<file path="config.mk">
export PLATFORM = sky130hd
export DESIGN_NAME = kernel_param_decl_parser
export DESIGN_NICKNAME = d
export VERILOG_FILES = /design/src/hdl/kpd_pkg.sv /design/src/hdl/kpd_parse.sv /design/src/hdl/kpd_queue.sv /design/src/hdl/kernel_param_decl_parser.sv
export SDC_FILE = /design/constraint.sdc
export NUM_CORES = 2
export LEC_CHECK = 0
export BUFFER_PORTS_ARGS = -buffer_cell sky130_fd_sc_hd__buf_2
export CAP_MARGIN = 15
export CORE_MARGIN = 2
export CORE_UTILIZATION = 48
export CTS_BUF_LIST = sky130_fd_sc_hd__clkbuf_8
export DETAILED_ROUTE_END_ITERATION = 16
export SYNTH_ARGS = -nofsm -noshare
export SYNTH_HDL_FRONTEND = slang
export SYNTH_SLANG_ARGS = --single-unit
</file>
<file path="constraint.sdc">
create_clock -name clk -period 35.3 [get_ports clk]
set_input_delay 5.295 -clock clk [delete_from_list [all_inputs] [get_ports clk]]
set_output_delay 5.295 -clock clk [all_outputs]
set_load 0.02 [all_outputs]
</file>
<file path="src/hdl/kpd_pkg.sv">
// shared types, mode codes and character helpers for the kernel parameter parser
package kpd_pkg;

  // parse modes
  localparam logic [4:0] M_SEARCH   = 5'd0;
  localparam logic [4:0] M_ENTRY_WS = 5'd1;
  localparam logic [4:0] M_NAME     = 5'd2;
  localparam logic [4:0] M_TO_PAREN = 5'd3;
  localparam logic [4:0] M_TOP      = 5'd4;
  localparam logic [4:0] M_SKIP     = 5'd5;
  localparam logic [4:0] M_PKW      = 5'd6;
  localparam logic [4:0] M_AFTER_P  = 5'd7;
  localparam logic [4:0] M_AKW      = 5'd8;
  localparam logic [4:0] M_AWS1     = 5'd9;
  localparam logic [4:0] M_ADIG     = 5'd10;
  localparam logic [4:0] M_AWS2     = 5'd11;
  localparam logic [4:0] M_TYPE     = 5'd12;
  localparam logic [4:0] M_PNAME    = 5'd13;
  localparam logic [4:0] M_AR_WS    = 5'd14;
  localparam logic [4:0] M_AR_POS   = 5'd15;
  localparam logic [4:0] M_AR_NEG   = 5'd16;
  localparam logic [4:0] M_AR_DONE  = 5'd17;

  // event kinds
  localparam logic [1:0] EV_NAME  = 2'd0;
  localparam logic [1:0] EV_PARAM = 2'd1;
  localparam logic [1:0] EV_END   = 2'd2;

  localparam logic [2:0] KW_LEN = 3'd6;

  localparam logic [7:0] KW_ENTRY [6] = '{8'h2E, 8'h65, 8'h6E, 8'h74, 8'h72, 8'h79};
  localparam logic [7:0] KW_PARAM [6] = '{8'h2E, 8'h70, 8'h61, 8'h72, 8'h61, 8'h6D};
  localparam logic [7:0] KW_ALIGN [6] = '{8'h2E, 8'h61, 8'h6C, 8'h69, 8'h67, 8'h6E};

  typedef struct packed {
    logic [1:0]  kind;
    logic [7:0]  name_char;
    logic [31:0] param_bytes;
    logic [31:0] param_alignment;
    logic [31:0] param_offset;
    logic [31:0] buffer_total;
    logic        last;
  } evt_t;

  // results of one byte: up to two events
  typedef struct packed {
    logic [1:0] count;
    evt_t       ev0;
    evt_t       ev1;
  } step_out_t;

  function automatic logic is_ws(input logic [7:0] c);
    return c == 8'h20 || c == 8'h09 || c == 8'h0A || c == 8'h0B || c == 8'h0C || c == 8'h0D;
  endfunction

  function automatic logic is_digit(input logic [7:0] c);
    return c >= 8'h30 && c <= 8'h39;
  endfunction

  function automatic logic is_word(input logic [7:0] c);
    return is_digit(c) || (c >= 8'h61 && c <= 8'h7A) || (c >= 8'h41 && c <= 8'h5A) ||
           c == 8'h5F;
  endfunction

  // size of a type token, 8 when unknown
  function automatic logic [4:0] type_size(input logic [3:0] len, input logic [7:0] c0,
                                           input logic [7:0] c1, input logic [7:0] c2,
                                           input logic [7:0] c3);
    logic usb;
    logic usbf;
    logic [4:0] sz;
    usb  = c0 == 8'h75 || c0 == 8'h73 || c0 == 8'h62;
    usbf = usb || c0 == 8'h66;
    sz   = 5'd8;
    case (len)
      4'd2: if (usb && c1 == 8'h38) sz = 5'd1;
      4'd3: begin
        if (usbf && c1 == 8'h31 && c2 == 8'h36) sz = 5'd2;
        else if (usbf && c1 == 8'h33 && c2 == 8'h32) sz = 5'd4;
      end
      4'd4: begin
        if ((c0 == 8'h75 || c0 == 8'h62) && c1 == 8'h31 && c2 == 8'h32 && c3 == 8'h38)
          sz = 5'd16;
      end
      default: sz = 5'd8;
    endcase
    return sz;
  endfunction

endpackage

</file>
<file path="src/hdl/kpd_parse.sv">
// parser state and the per-byte update that produces up to two events
module kpd_parse import kpd_pkg::*; #(
  parameter int TYPE_TOKEN_MAX = 4,
  parameter int VALUE_WIDTH = 32
) (
  input  logic       clk,
  input  logic       rst,
  input  logic       step,
  input  logic [7:0] text_byte,
  input  logic       end_of_text,
  output step_out_t  result
);

  localparam int LW = $clog2(TYPE_TOKEN_MAX + 1);
  localparam int IW = $clog2(TYPE_TOKEN_MAX);
  localparam int VW = VALUE_WIDTH;
  localparam logic [LW-1:0] TMAX = LW'(TYPE_TOKEN_MAX);
  localparam logic [VW-1:0] ONE = VW'(1);
  localparam logic [VW-1:0] FOUR = VW'(4);
  localparam logic [VW-1:0] SEVEN = VW'(7);

  logic [4:0]    parse_mode, parse_mode_next;
  logic [2:0]    keyword_progress, keyword_progress_next;
  logic [7:0]    type_chars [TYPE_TOKEN_MAX];
  logic [7:0]    type_chars_next [TYPE_TOKEN_MAX];
  logic [LW-1:0] type_length, type_length_next;
  logic          type_too_long, type_too_long_next;
  logic [4:0]    current_size, current_size_next;
  logic [VW-1:0] array_count, array_count_next;
  logic [VW-1:0] running_offset, running_offset_next;
  logic          name_nonempty, name_nonempty_next;

  logic f_name, f_enter, f_end, f_param, f_apply, f_neg, f_acc, f_clr, f_ft, f_start, f_add;
  logic [VW-1:0] ac0, ac1, sz, al, off, ro_base, ro_p, total;
  logic [VW+4:0] prod;
  logic [4:0]    cs;
  evt_t          name_ev, par_ev, end_ev;
  logic          pe, ee;

  // control walk: a byte may be looked at by up to three modes
  always_comb begin
    logic [4:0] m;
    logic [2:0] kp;
    logic again;
    logic [7:0] c;
    c = text_byte;
    m = parse_mode;
    kp = keyword_progress;
    again = 1'b1;
    name_nonempty_next = name_nonempty;
    {f_name, f_enter, f_end, f_param, f_apply, f_neg, f_acc, f_clr, f_ft, f_start, f_add} = '0;
    for (int p = 0; p < 3; p++) begin
      if (again) begin
        again = 1'b0;
        unique case (m)
          M_SEARCH: begin
            if (kp < KW_LEN && c == KW_ENTRY[kp]) begin
              kp = kp + 3'd1;
              if (kp == KW_LEN) begin
                m = M_ENTRY_WS;
                name_nonempty_next = 1'b0;
              end
            end else begin
              kp = (c == 8'h2E) ? 3'd1 : 3'd0;
            end
          end
          M_ENTRY_WS: begin
            if (is_ws(c)) begin
            end else if (c == 8'h28) begin
              f_enter = 1'b1;
              m = M_TOP;
            end else begin
              name_nonempty_next = 1'b1;
              f_name = 1'b1;
              m = M_NAME;
            end
          end
          M_NAME: begin
            if (c == 8'h28) begin
              f_enter = 1'b1;
              m = M_TOP;
            end else if (is_ws(c)) m = M_TO_PAREN;
            else f_name = 1'b1;
          end
          M_TO_PAREN: begin
            if (c == 8'h28) begin
              f_enter = 1'b1;
              m = M_TOP;
            end
          end
          M_TOP: begin
            if (c == 8'h29 || c == 8'h7B) begin
              f_end = 1'b1;
              m = M_SEARCH;
              kp = 3'd0;
            end else if (is_ws(c) || c == 8'h2C) begin
            end else if (c == 8'h2E) begin
              m = M_PKW;
              kp = 3'd1;
            end else m = M_SKIP;
          end
          M_SKIP: begin
            if (c == 8'h2C) m = M_TOP;
            else if (c == 8'h29) begin
              f_end = 1'b1;
              m = M_SEARCH;
              kp = 3'd0;
            end
          end
          M_PKW: begin
            if (kp < KW_LEN && c == KW_PARAM[kp]) begin
              kp = kp + 3'd1;
              if (kp == KW_LEN) m = M_AFTER_P;
            end else begin
              m = M_SKIP;
              again = 1'b1;
            end
          end
          M_AFTER_P: begin
            if (is_ws(c)) begin
            end else if (c == 8'h2E) begin
              m = M_AKW;
              kp = 3'd1;
              f_start = 1'b1;
            end else begin
              m = M_TOP;
              again = 1'b1;
            end
          end
          M_AKW: begin
            if (kp < KW_LEN && c == KW_ALIGN[kp]) begin
              f_add = 1'b1;
              kp = kp + 3'd1;
              if (kp == KW_LEN) m = M_AWS1;
            end else if (is_word(c)) begin
              f_add = 1'b1;
              m = M_TYPE;
            end else begin
              f_ft = 1'b1;
              m = M_PNAME;
              again = 1'b1;
            end
          end
          M_AWS1: begin
            if (is_ws(c)) begin
            end else if (is_digit(c)) m = M_ADIG;
            else begin
              m = M_AWS2;
              again = 1'b1;
            end
          end
          M_ADIG: begin
            if (!is_digit(c)) begin
              m = M_AWS2;
              again = 1'b1;
            end
          end
          M_AWS2: begin
            if (is_ws(c)) begin
            end else if (c == 8'h2E) begin
              f_start = 1'b1;
              m = M_TYPE;
            end else begin
              m = M_TOP;
              again = 1'b1;
            end
          end
          M_TYPE: begin
            if (is_word(c)) f_add = 1'b1;
            else begin
              f_ft = 1'b1;
              m = M_PNAME;
              again = 1'b1;
            end
          end
          M_PNAME: begin
            if (c == 8'h2C || c == 8'h29 || c == 8'h7B) begin
              f_param = 1'b1;
              m = M_TOP;
              again = 1'b1;
            end else if (c == 8'h5B) begin
              f_clr = 1'b1;
              m = M_AR_WS;
            end
          end
          M_AR_WS: begin
            if (c == 8'h5D) begin
              f_apply = 1'b1;
              f_param = 1'b1;
              m = M_TOP;
            end else if (is_ws(c)) begin
            end else if (c == 8'h2B) m = M_AR_POS;
            else if (c == 8'h2D) m = M_AR_NEG;
            else if (is_digit(c)) begin
              f_acc = 1'b1;
              m = M_AR_POS;
            end else m = M_AR_DONE;
          end
          M_AR_POS: begin
            if (is_digit(c)) f_acc = 1'b1;
            else if (c == 8'h5D) begin
              f_apply = 1'b1;
              f_param = 1'b1;
              m = M_TOP;
            end else m = M_AR_DONE;
          end
          M_AR_NEG: begin
            if (is_digit(c)) f_acc = 1'b1;
            else begin
              f_neg = 1'b1;
              if (c == 8'h5D) begin
                f_apply = 1'b1;
                f_param = 1'b1;
                m = M_TOP;
              end else m = M_AR_DONE;
            end
          end
          M_AR_DONE: begin
            if (c == 8'h5D) begin
              f_apply = 1'b1;
              f_param = 1'b1;
              m = M_TOP;
            end
          end
          default: begin
            m = M_SEARCH;
            kp = 3'd0;
          end
        endcase
      end
    end
    // end of text closes whatever kernel is open
    if (end_of_text) begin
      case (m)
        M_TOP, M_SKIP, M_PKW, M_AFTER_P, M_AWS1, M_ADIG, M_AWS2: f_end = 1'b1;
        M_AKW, M_TYPE: begin
          f_ft = 1'b1;
          f_param = 1'b1;
          f_end = 1'b1;
        end
        M_PNAME: begin
          f_param = 1'b1;
          f_end = 1'b1;
        end
        M_AR_NEG: begin
          f_neg = 1'b1;
          f_apply = 1'b1;
          f_param = 1'b1;
          f_end = 1'b1;
        end
        M_AR_WS, M_AR_POS, M_AR_DONE: begin
          f_apply = 1'b1;
          f_param = 1'b1;
          f_end = 1'b1;
        end
        default: begin
        end
      endcase
      m = M_SEARCH;
      kp = 3'd0;
    end
    parse_mode_next = m;
    keyword_progress_next = kp;
  end

  // type token capture
  always_comb begin
    type_chars_next = type_chars;
    type_length_next = type_length;
    type_too_long_next = type_too_long;
    if (f_start) begin
      type_length_next = '0;
      type_too_long_next = 1'b0;
    end else if (f_add) begin
      if (type_length < TMAX) begin
        type_chars_next[type_length[IW-1:0]] = text_byte;
        type_length_next = type_length + LW'(1);
      end else begin
        type_too_long_next = 1'b1;
      end
    end
  end

  // size, array count and offset arithmetic
  always_comb begin
    if (f_ft) begin
      cs = type_too_long_next ? 5'd8 :
           type_size(4'(type_length_next), type_chars_next[0], type_chars_next[1],
                     type_chars_next[2], type_chars_next[3]);
    end else begin
      cs = current_size;
    end
    current_size_next = cs;
    ac0 = f_clr ? '0 : array_count;
    ac1 = f_acc ? VW'((ac0 << 3) + (ac0 << 1) + VW'(text_byte[3:0])) : ac0;
    array_count_next = f_neg ? VW'('0 - ac1) : ac1;
    prod = array_count_next * cs;
    sz = (f_apply && array_count_next > ONE) ? prod[VW-1:0] : VW'(cs);
    al = (sz > FOUR) ? sz : FOUR;
    ro_base = f_enter ? '0 : running_offset;
    off = VW'(ro_base + al - ONE) & ~VW'(al - ONE);
    ro_p = VW'(off + sz);
    running_offset_next = f_param ? ro_p : ro_base;
    total = VW'(running_offset_next + SEVEN) & ~SEVEN;
  end

  // event assembly
  always_comb begin
    pe = f_param && name_nonempty_next;
    ee = f_end && name_nonempty_next;
    name_ev = '0;
    name_ev.kind = EV_NAME;
    name_ev.name_char = text_byte;
    par_ev = '0;
    par_ev.kind = EV_PARAM;
    par_ev.param_bytes = 32'(sz);
    par_ev.param_alignment = 32'(al);
    par_ev.param_offset = 32'(off);
    end_ev = '0;
    end_ev.kind = EV_END;
    end_ev.buffer_total = 32'(total);
    result = '0;
    if (f_name) begin
      result.count = 2'd1;
      result.ev0 = name_ev;
      result.ev0.last = 1'b1;
    end else if (pe && ee) begin
      result.count = 2'd2;
      result.ev0 = par_ev;
      result.ev1 = end_ev;
      result.ev1.last = 1'b1;
    end else if (pe) begin
      result.count = 2'd1;
      result.ev0 = par_ev;
      result.ev0.last = 1'b1;
    end else if (ee) begin
      result.count = 2'd1;
      result.ev0 = end_ev;
      result.ev0.last = 1'b1;
    end
  end

  always_ff @(posedge clk) begin
    if (rst) begin
      parse_mode <= M_SEARCH;
      keyword_progress <= '0;
      type_length <= '0;
      type_too_long <= 1'b0;
      current_size <= '0;
      array_count <= '0;
      running_offset <= '0;
      name_nonempty <= 1'b0;
    end else if (step) begin
      parse_mode <= parse_mode_next;
      keyword_progress <= keyword_progress_next;
      type_length <= type_length_next;
      type_too_long <= type_too_long_next;
      current_size <= current_size_next;
      array_count <= array_count_next;
      running_offset <= running_offset_next;
      name_nonempty <= name_nonempty_next;
    end
  end

  always_ff @(posedge clk) begin
    if (step) type_chars <= type_chars_next;
  end

endmodule

</file>
<file path="src/hdl/kpd_queue.sv">
// four-entry result queue taking up to two events per cycle
module kpd_queue import kpd_pkg::*; (
  input  logic      clk,
  input  logic      rst,
  input  logic      push,
  input  step_out_t din,
  input  logic      pop,
  output logic      dout_valid,
  output evt_t      dout,
  output logic      room
);

  evt_t       mem [4];
  logic [1:0] rd_ptr, wr_ptr;
  logic [2:0] count;
  logic [1:0] n_in;
  logic       do_pop;

  assign n_in = push ? din.count : 2'd0;
  assign dout_valid = count != 3'd0;
  assign dout = mem[rd_ptr];
  assign room = count <= 3'd2;
  assign do_pop = pop && dout_valid;

  always_ff @(posedge clk) begin
    if (rst) begin
      rd_ptr <= '0;
      wr_ptr <= '0;
      count <= '0;
    end else begin
      rd_ptr <= rd_ptr + 2'(do_pop);
      wr_ptr <= wr_ptr + n_in;
      count <= count + 3'(n_in) - 3'(do_pop);
    end
  end

  always_ff @(posedge clk) begin
    if (n_in != 2'd0) mem[wr_ptr] <= din.ev0;
    if (n_in == 2'd2) mem[wr_ptr + 2'd1] <= din.ev1;
  end

endmodule

</file>
<file path="src/hdl/kernel_param_decl_parser.sv">
// top level of the kernel parameter declaration parser
//
// input stream: one text byte per request on s_axis, tlast marks the last byte
// of a text. output stream: one event per request on m_axis; tuser carries the
// kind (name byte, parameter, kernel end), tlast marks the last event of a byte.
// a byte is held in an input register; once the queue has room it updates the
// parser state in one pass of shallow logic and its events (at most two)
// are written into a four-entry queue whose head drives m_axis.
// throughput: one byte per cycle; a byte enters the parser only when the
// queue has two free entries, so bytes that give two events, or a stalled
// receiver, hold s_axis_tready low until the queue drains one event a cycle.
// reset (rst, synchronous) returns the parser to the keyword search and
// empties the register and queue; the end of a text does the same to the
// parser after its final events are queued.
module kernel_param_decl_parser import kpd_pkg::*; #(
  parameter int TYPE_TOKEN_MAX = 4,
  parameter int VALUE_WIDTH = 32
) (
  input  logic         clk,
  input  logic         rst,
  input  logic         s_axis_tvalid,
  output logic         s_axis_tready,
  input  logic [7:0]   s_axis_tdata,   // text_byte
  input  logic         s_axis_tlast,   // end_of_text
  output logic         m_axis_tvalid,
  input  logic         m_axis_tready,
  output logic [135:0] m_axis_tdata,   // name_char, param_bytes, param_alignment,
                                       // param_offset, buffer_total
  output logic [1:0]   m_axis_tuser,   // event_kind
  output logic         m_axis_tlast    // run_last
);

  logic       in_valid;
  logic [7:0] in_byte;
  logic       in_eot;
  logic       take;
  logic       room;
  step_out_t  step_res;
  evt_t       head;

  // byte leaves the input register when the queue can absorb two events
  assign take = in_valid && room;
  assign s_axis_tready = !in_valid || take;

  always_ff @(posedge clk) begin
    if (rst) begin
      in_valid <= 1'b0;
    end else if (s_axis_tvalid && s_axis_tready) begin
      in_valid <= 1'b1;
    end else if (take) begin
      in_valid <= 1'b0;
    end
  end

  always_ff @(posedge clk) begin
    if (s_axis_tvalid && s_axis_tready) begin
      in_byte <= s_axis_tdata;
      in_eot <= s_axis_tlast;
    end
  end

  kpd_parse #(
    .TYPE_TOKEN_MAX(TYPE_TOKEN_MAX),
    .VALUE_WIDTH(VALUE_WIDTH)
  ) u_parse (
    .clk(clk),
    .rst(rst),
    .step(take),
    .text_byte(in_byte),
    .end_of_text(in_eot),
    .result(step_res)
  );

  kpd_queue u_queue (
    .clk(clk),
    .rst(rst),
    .push(take),
    .din(step_res),
    .pop(m_axis_tready),
    .dout_valid(m_axis_tvalid),
    .dout(head),
    .room(room)
  );

  // lowest bits first: name byte, size, alignment, offset, total
  assign m_axis_tdata = {head.buffer_total, head.param_offset, head.param_alignment,
                         head.param_bytes, head.name_char};
  assign m_axis_tuser = head.kind;
  assign m_axis_tlast = head.last;

endmodule

</file>
==> reports/results.txt <==
Die Span X -> 307 um
Share of power burned in the clock network -> 32.0%
Peak per-stage delay on the critical path -> 0.94 ns
Final standard cell count with taps included and fillers excluded -> 6,395
Signal arrival time at the worst endpoint -> 23.01 ns
Area of the die -> 0.0942 mm^2
Mapped Avg Cell Area -> 8.68 um^2
Buffer depth of the longest clock path -> 3
Fill cell total of the finished layout -> 8,734
Area growth from synthesis to layout -> 8.75%
Slew of the pin with the lowest slew margin -> 1.21 ns
Instance area at placement -> 0.0457 mm^2
Critical Path Slowest Stage Cell -> sky130_fd_sc_hd__edfxtp_1
Util after Layout -> 52.5%
Number of warnings reported in the yosys synthesis log -> 0
Synthesized area -> 0.0440 mm^2
Via-to-Cell Ratio -> 5.94
Average wire length per cell after detail routing -> 21.9 um
Largest cells by area after synthesis -> sky130_fd_sc_hd__dfxtp_1 23%, sky130_fd_sc_hd__edfxtp_1 11%, sky130_fd_sc_hd__mux4_2 7.0%
DRT antenna net count -> 0
Overall global routing resource usage -> 29.1%
DR DRC count -> 0
Seq pwr share -> 39.3%
Worst-case setup slack after placement -> 13.07 ns
Global-route wire length before repair -> 215 mm
Dpl hpwl -> 98.4 mm
Number of setup buffers added after CTS -> 0
Core Area -> 0.0912 mm^2
Total Power -> 2.11 mW
Antenna violations before repair -> 2
Period utilisation layout -> 63.8%
Clk Tree Root Cell -> sky130_fd_sc_hd__clkbuf_8
Starting density of the core -> 48.3%
Worst slack on hold paths -> 0.439 ns
I/O Pins -> 154
CP max FO -> 44
Register bit count reported by yosys -> 675
DRT Pass-1 Iters -> 7
Final setup violation count -> 0
Clock transition at the registers of the reported paths -> 0.06 ns
RSZ-0062 raised after global routing -> false
Static power due to leakage -> 18.8 nW
Area share of the largest cell type after synthesis -> 23.2%
Maximum achievable frequency -> 44.4 MHz
Share of synthesized area occupied by flip-flops and latches -> 34.4%
Synth cell types -> 132
Maximum number of pins on one net before global-route repair -> 97
Number of buffers inserted during clock tree synthesis -> 112
Top cell types by occurrence after synthesis -> 622 x sky130_fd_sc_hd__nand2_1, 529 x sky130_fd_sc_hd__nor2_1, 524 x sky130_fd_sc_hd__o21ai_0, 510 x sky130_fd_sc_hd__dfxtp_1, 321 x sky130_fd_sc_hd__inv_1
Classification of the worst setup path -> reg2reg
Yosys top cell by area -> sky130_fd_sc_hd__dfxtp_1
Startpoint Class -> register
Routed via count -> 38,000
Share of post-route cells with drive strength above 1 -> 13.0%
Cell with the most instances on the worst path -> sky130_fd_sc_hd__o21ai_0
Synthesized instance count -> 5,072
Max-slew headroom -> 18.8%
Number of standard-cell rows in the floorplan -> 111
Total placed cells including tap cells -> 6,188
Start point of the critical path -> in_byte[6]
Startpoint of the lowest-slack register-to-register path -> in_byte[6]
Violation count after the first detailed-routing iteration -> 3,564
Net switching power -> 0.738 mW
Total Wirelength -> 140 mm
Fin Clk Skew -> 0.0513 ns
Routability cong. -> 0.999
Type of element capturing the critical path -> register
Pint -> 1.37 mW
Time the worst path needs with I/O delays and setup -> 22.53 ns
Final max-slew violation count -> 0
Vertical die dimension -> 307 um
Clock network latency to the later pin of the worst-skew pair -> 0.80 ns
Number of flops mapped to enable cells by yosys -> 165
Final hold violation count -> 0
Min-delay src -> u_queue.mem[2][137]
Main flop type after synthesis -> sky130_fd_sc_hd__dfxtp_1
Worst min path class -> reg2reg
Post-synthesis async set-or-reset flop share -> 0%
Clock sink count -> 675
Max-capacitance violation count -> 0
Global route overflow -> 0
Hold-fix buffers at CTS -> 0
Number of global-route vias before repair -> 36,200
Final Cell Area -> 0.0479 mm^2
Post_cts resized -> 0
Setup TNS -> 0 ns
Port Buf Inserts -> 150
Data required time at the worst endpoint -> 35.78 ns
Setup slack after layout -> 12.77 ns
CTS tree -> yes
Most instantiated library cell after synthesis -> sky130_fd_sc_hd__nand2_1
Final layout net count -> 5,431
Pwr per Cell Area -> 44.1 mW/mm^2
Switching share of total power -> 34.9%
Result of the run -> finished, final reports clean
H-Tree Depth -> 3
Peak VDD IR -> 0.0344 mV
Gate power share -> 28.7%
==> kinds of logic (layout without fill, tap and decap cells) <==
family | count (synthesis) | count (layout) | share of synthesized area (%)
AO/OA/AOI/OAI | 1189 | 1189 | 16.9
XOR/XNOR | 203 | 203 | 4.17
adder cells (fa/ha/maj) | 302 | 302 | 10.1
buffers and inverters | 623 | 753 | 5.90
flip-flops | 675 | 675 | 34.4
multiplexers | 194 | 194 | 8.39
other | 1 | 8 | 0.00852
AND/OR/NAND/NOR | 1885 | 1885 | 20.1
==> per-layer routing <==
layer  GRT usage (%)  part of all wire, %  up-vias
met5               0                    0        -
met4            8.48                  2.8        0
met3            3.44                  6.5      247
met2            48.2                   47     1397
met1            40.1                   44    18400
li1                -                    -    18000
==> placed cells by master, fill, tap and decap left out, types with 109 or more instances in the layout <==
| cell | synthesis | routed |
|---|---|---|
| sky130_fd_sc_hd__clkbuf_8 | 0 | 128 |
| sky130_fd_sc_hd__nand3_1 | 183 | 181 |
| sky130_fd_sc_hd__nor2_1 | 529 | 526 |
| sky130_fd_sc_hd__buf_2 | 12 | 149 |
| sky130_fd_sc_hd__mux4_2 | 136 | 136 |
| sky130_fd_sc_hd__o21ai_0 | 524 | 524 |
| sky130_fd_sc_hd__nor3_1 | 109 | 109 |
| sky130_fd_sc_hd__ha_1 | 213 | 213 |
| sky130_fd_sc_hd__nand2_1 | 622 | 617 |
| sky130_fd_sc_hd__xnor2_1 | 138 | 138 |
| sky130_fd_sc_hd__edfxtp_1 | 165 | 165 |
| sky130_fd_sc_hd__inv_1 | 321 | 359 |
| sky130_fd_sc_hd__dfxtp_1 | 510 | 508 |
| sky130_fd_sc_hd__a21oi_1 | 196 | 190 |
==> sequential cells by signal, indices dropped and copies added, names as in the netlist <==
| signal | cells |
|---|---|
| u_parse.type_length | 3 |
| u_parse.keyword_progress | 3 |
| u_parse.name_nonempty | 1 |
| u_parse.current_size | 5 |
| in_valid | 1 |
| u_queue.rd_ptr | 2 |
| u_parse.type_chars | 32 |
| u_queue.count | 3 |
| u_parse.running_offset | 32 |
| u_parse.parse_mode | 5 |
| u_parse.array_count | 32 |
| u_parse.type_too_long | 1 |
| u_queue.wr_ptr | 2 |
| u_queue.mem | 544 |
| in_byte | 8 |
| in_eot | 1 |
==> path summary, 6_finish.rpt <==
check                                           end  slack (ns)  cells past startpoint
worst min-delay path            u_queue.mem[2][137]        0.44                      2
worst min register to register  u_queue.mem[2][137]        0.44                      2
worst max-delay path             u_queue.mem[1][31]       12.77                     80
worst max register to register   u_queue.mem[1][31]       12.77                     80
==> critical path: cells and delay by family, from the launching register on <==
family / cells / cell delay [ns]
AND/OR/NAND/NOR: 35 / 9.18
AO/OA/AOI/OAI: 27 / 6.78
adder cells (fa/ha/maj): 9 / 3.92
flip-flops: 1 / 0.94
XOR/XNOR: 3 / 0.73
multiplexers: 2 / 0.46
buffers and inverters: 4 / 0.21
==> power groups by stage <==
stage / clock network (mW) / logic (mW) / registers, mW
6_report: 0.676 / 0.606 / 0.831
5_1_grt: 0.723 / 0.652 / 0.835
4_1_cts: 0.688 / 0.597 / 0.832
3_5_place_dp: 0 / 0.594 / 0.848
3_3_place_gp: 0 / 0.594 / 0.848
2_1_floorplan: 0 / 0.440 / 0.828
==> cell type report <==
type | instances | area, um^2 | area share, %
diodes | 5 | 12.5 | 0.0261
clock inverters | 73 | 405 | 0.847
flip-flops and latches | 675 | 15200 | 31.7
well taps | 1186 | 1480 | 3.10
clock buffers | 128 | 1760 | 3.68
inverters | 323 | 1210 | 2.53
multi-input cells | 3776 | 26500 | 55.3
repair buffers | 229 | 1350 | 2.82
(Power assumes the default switching activity.)
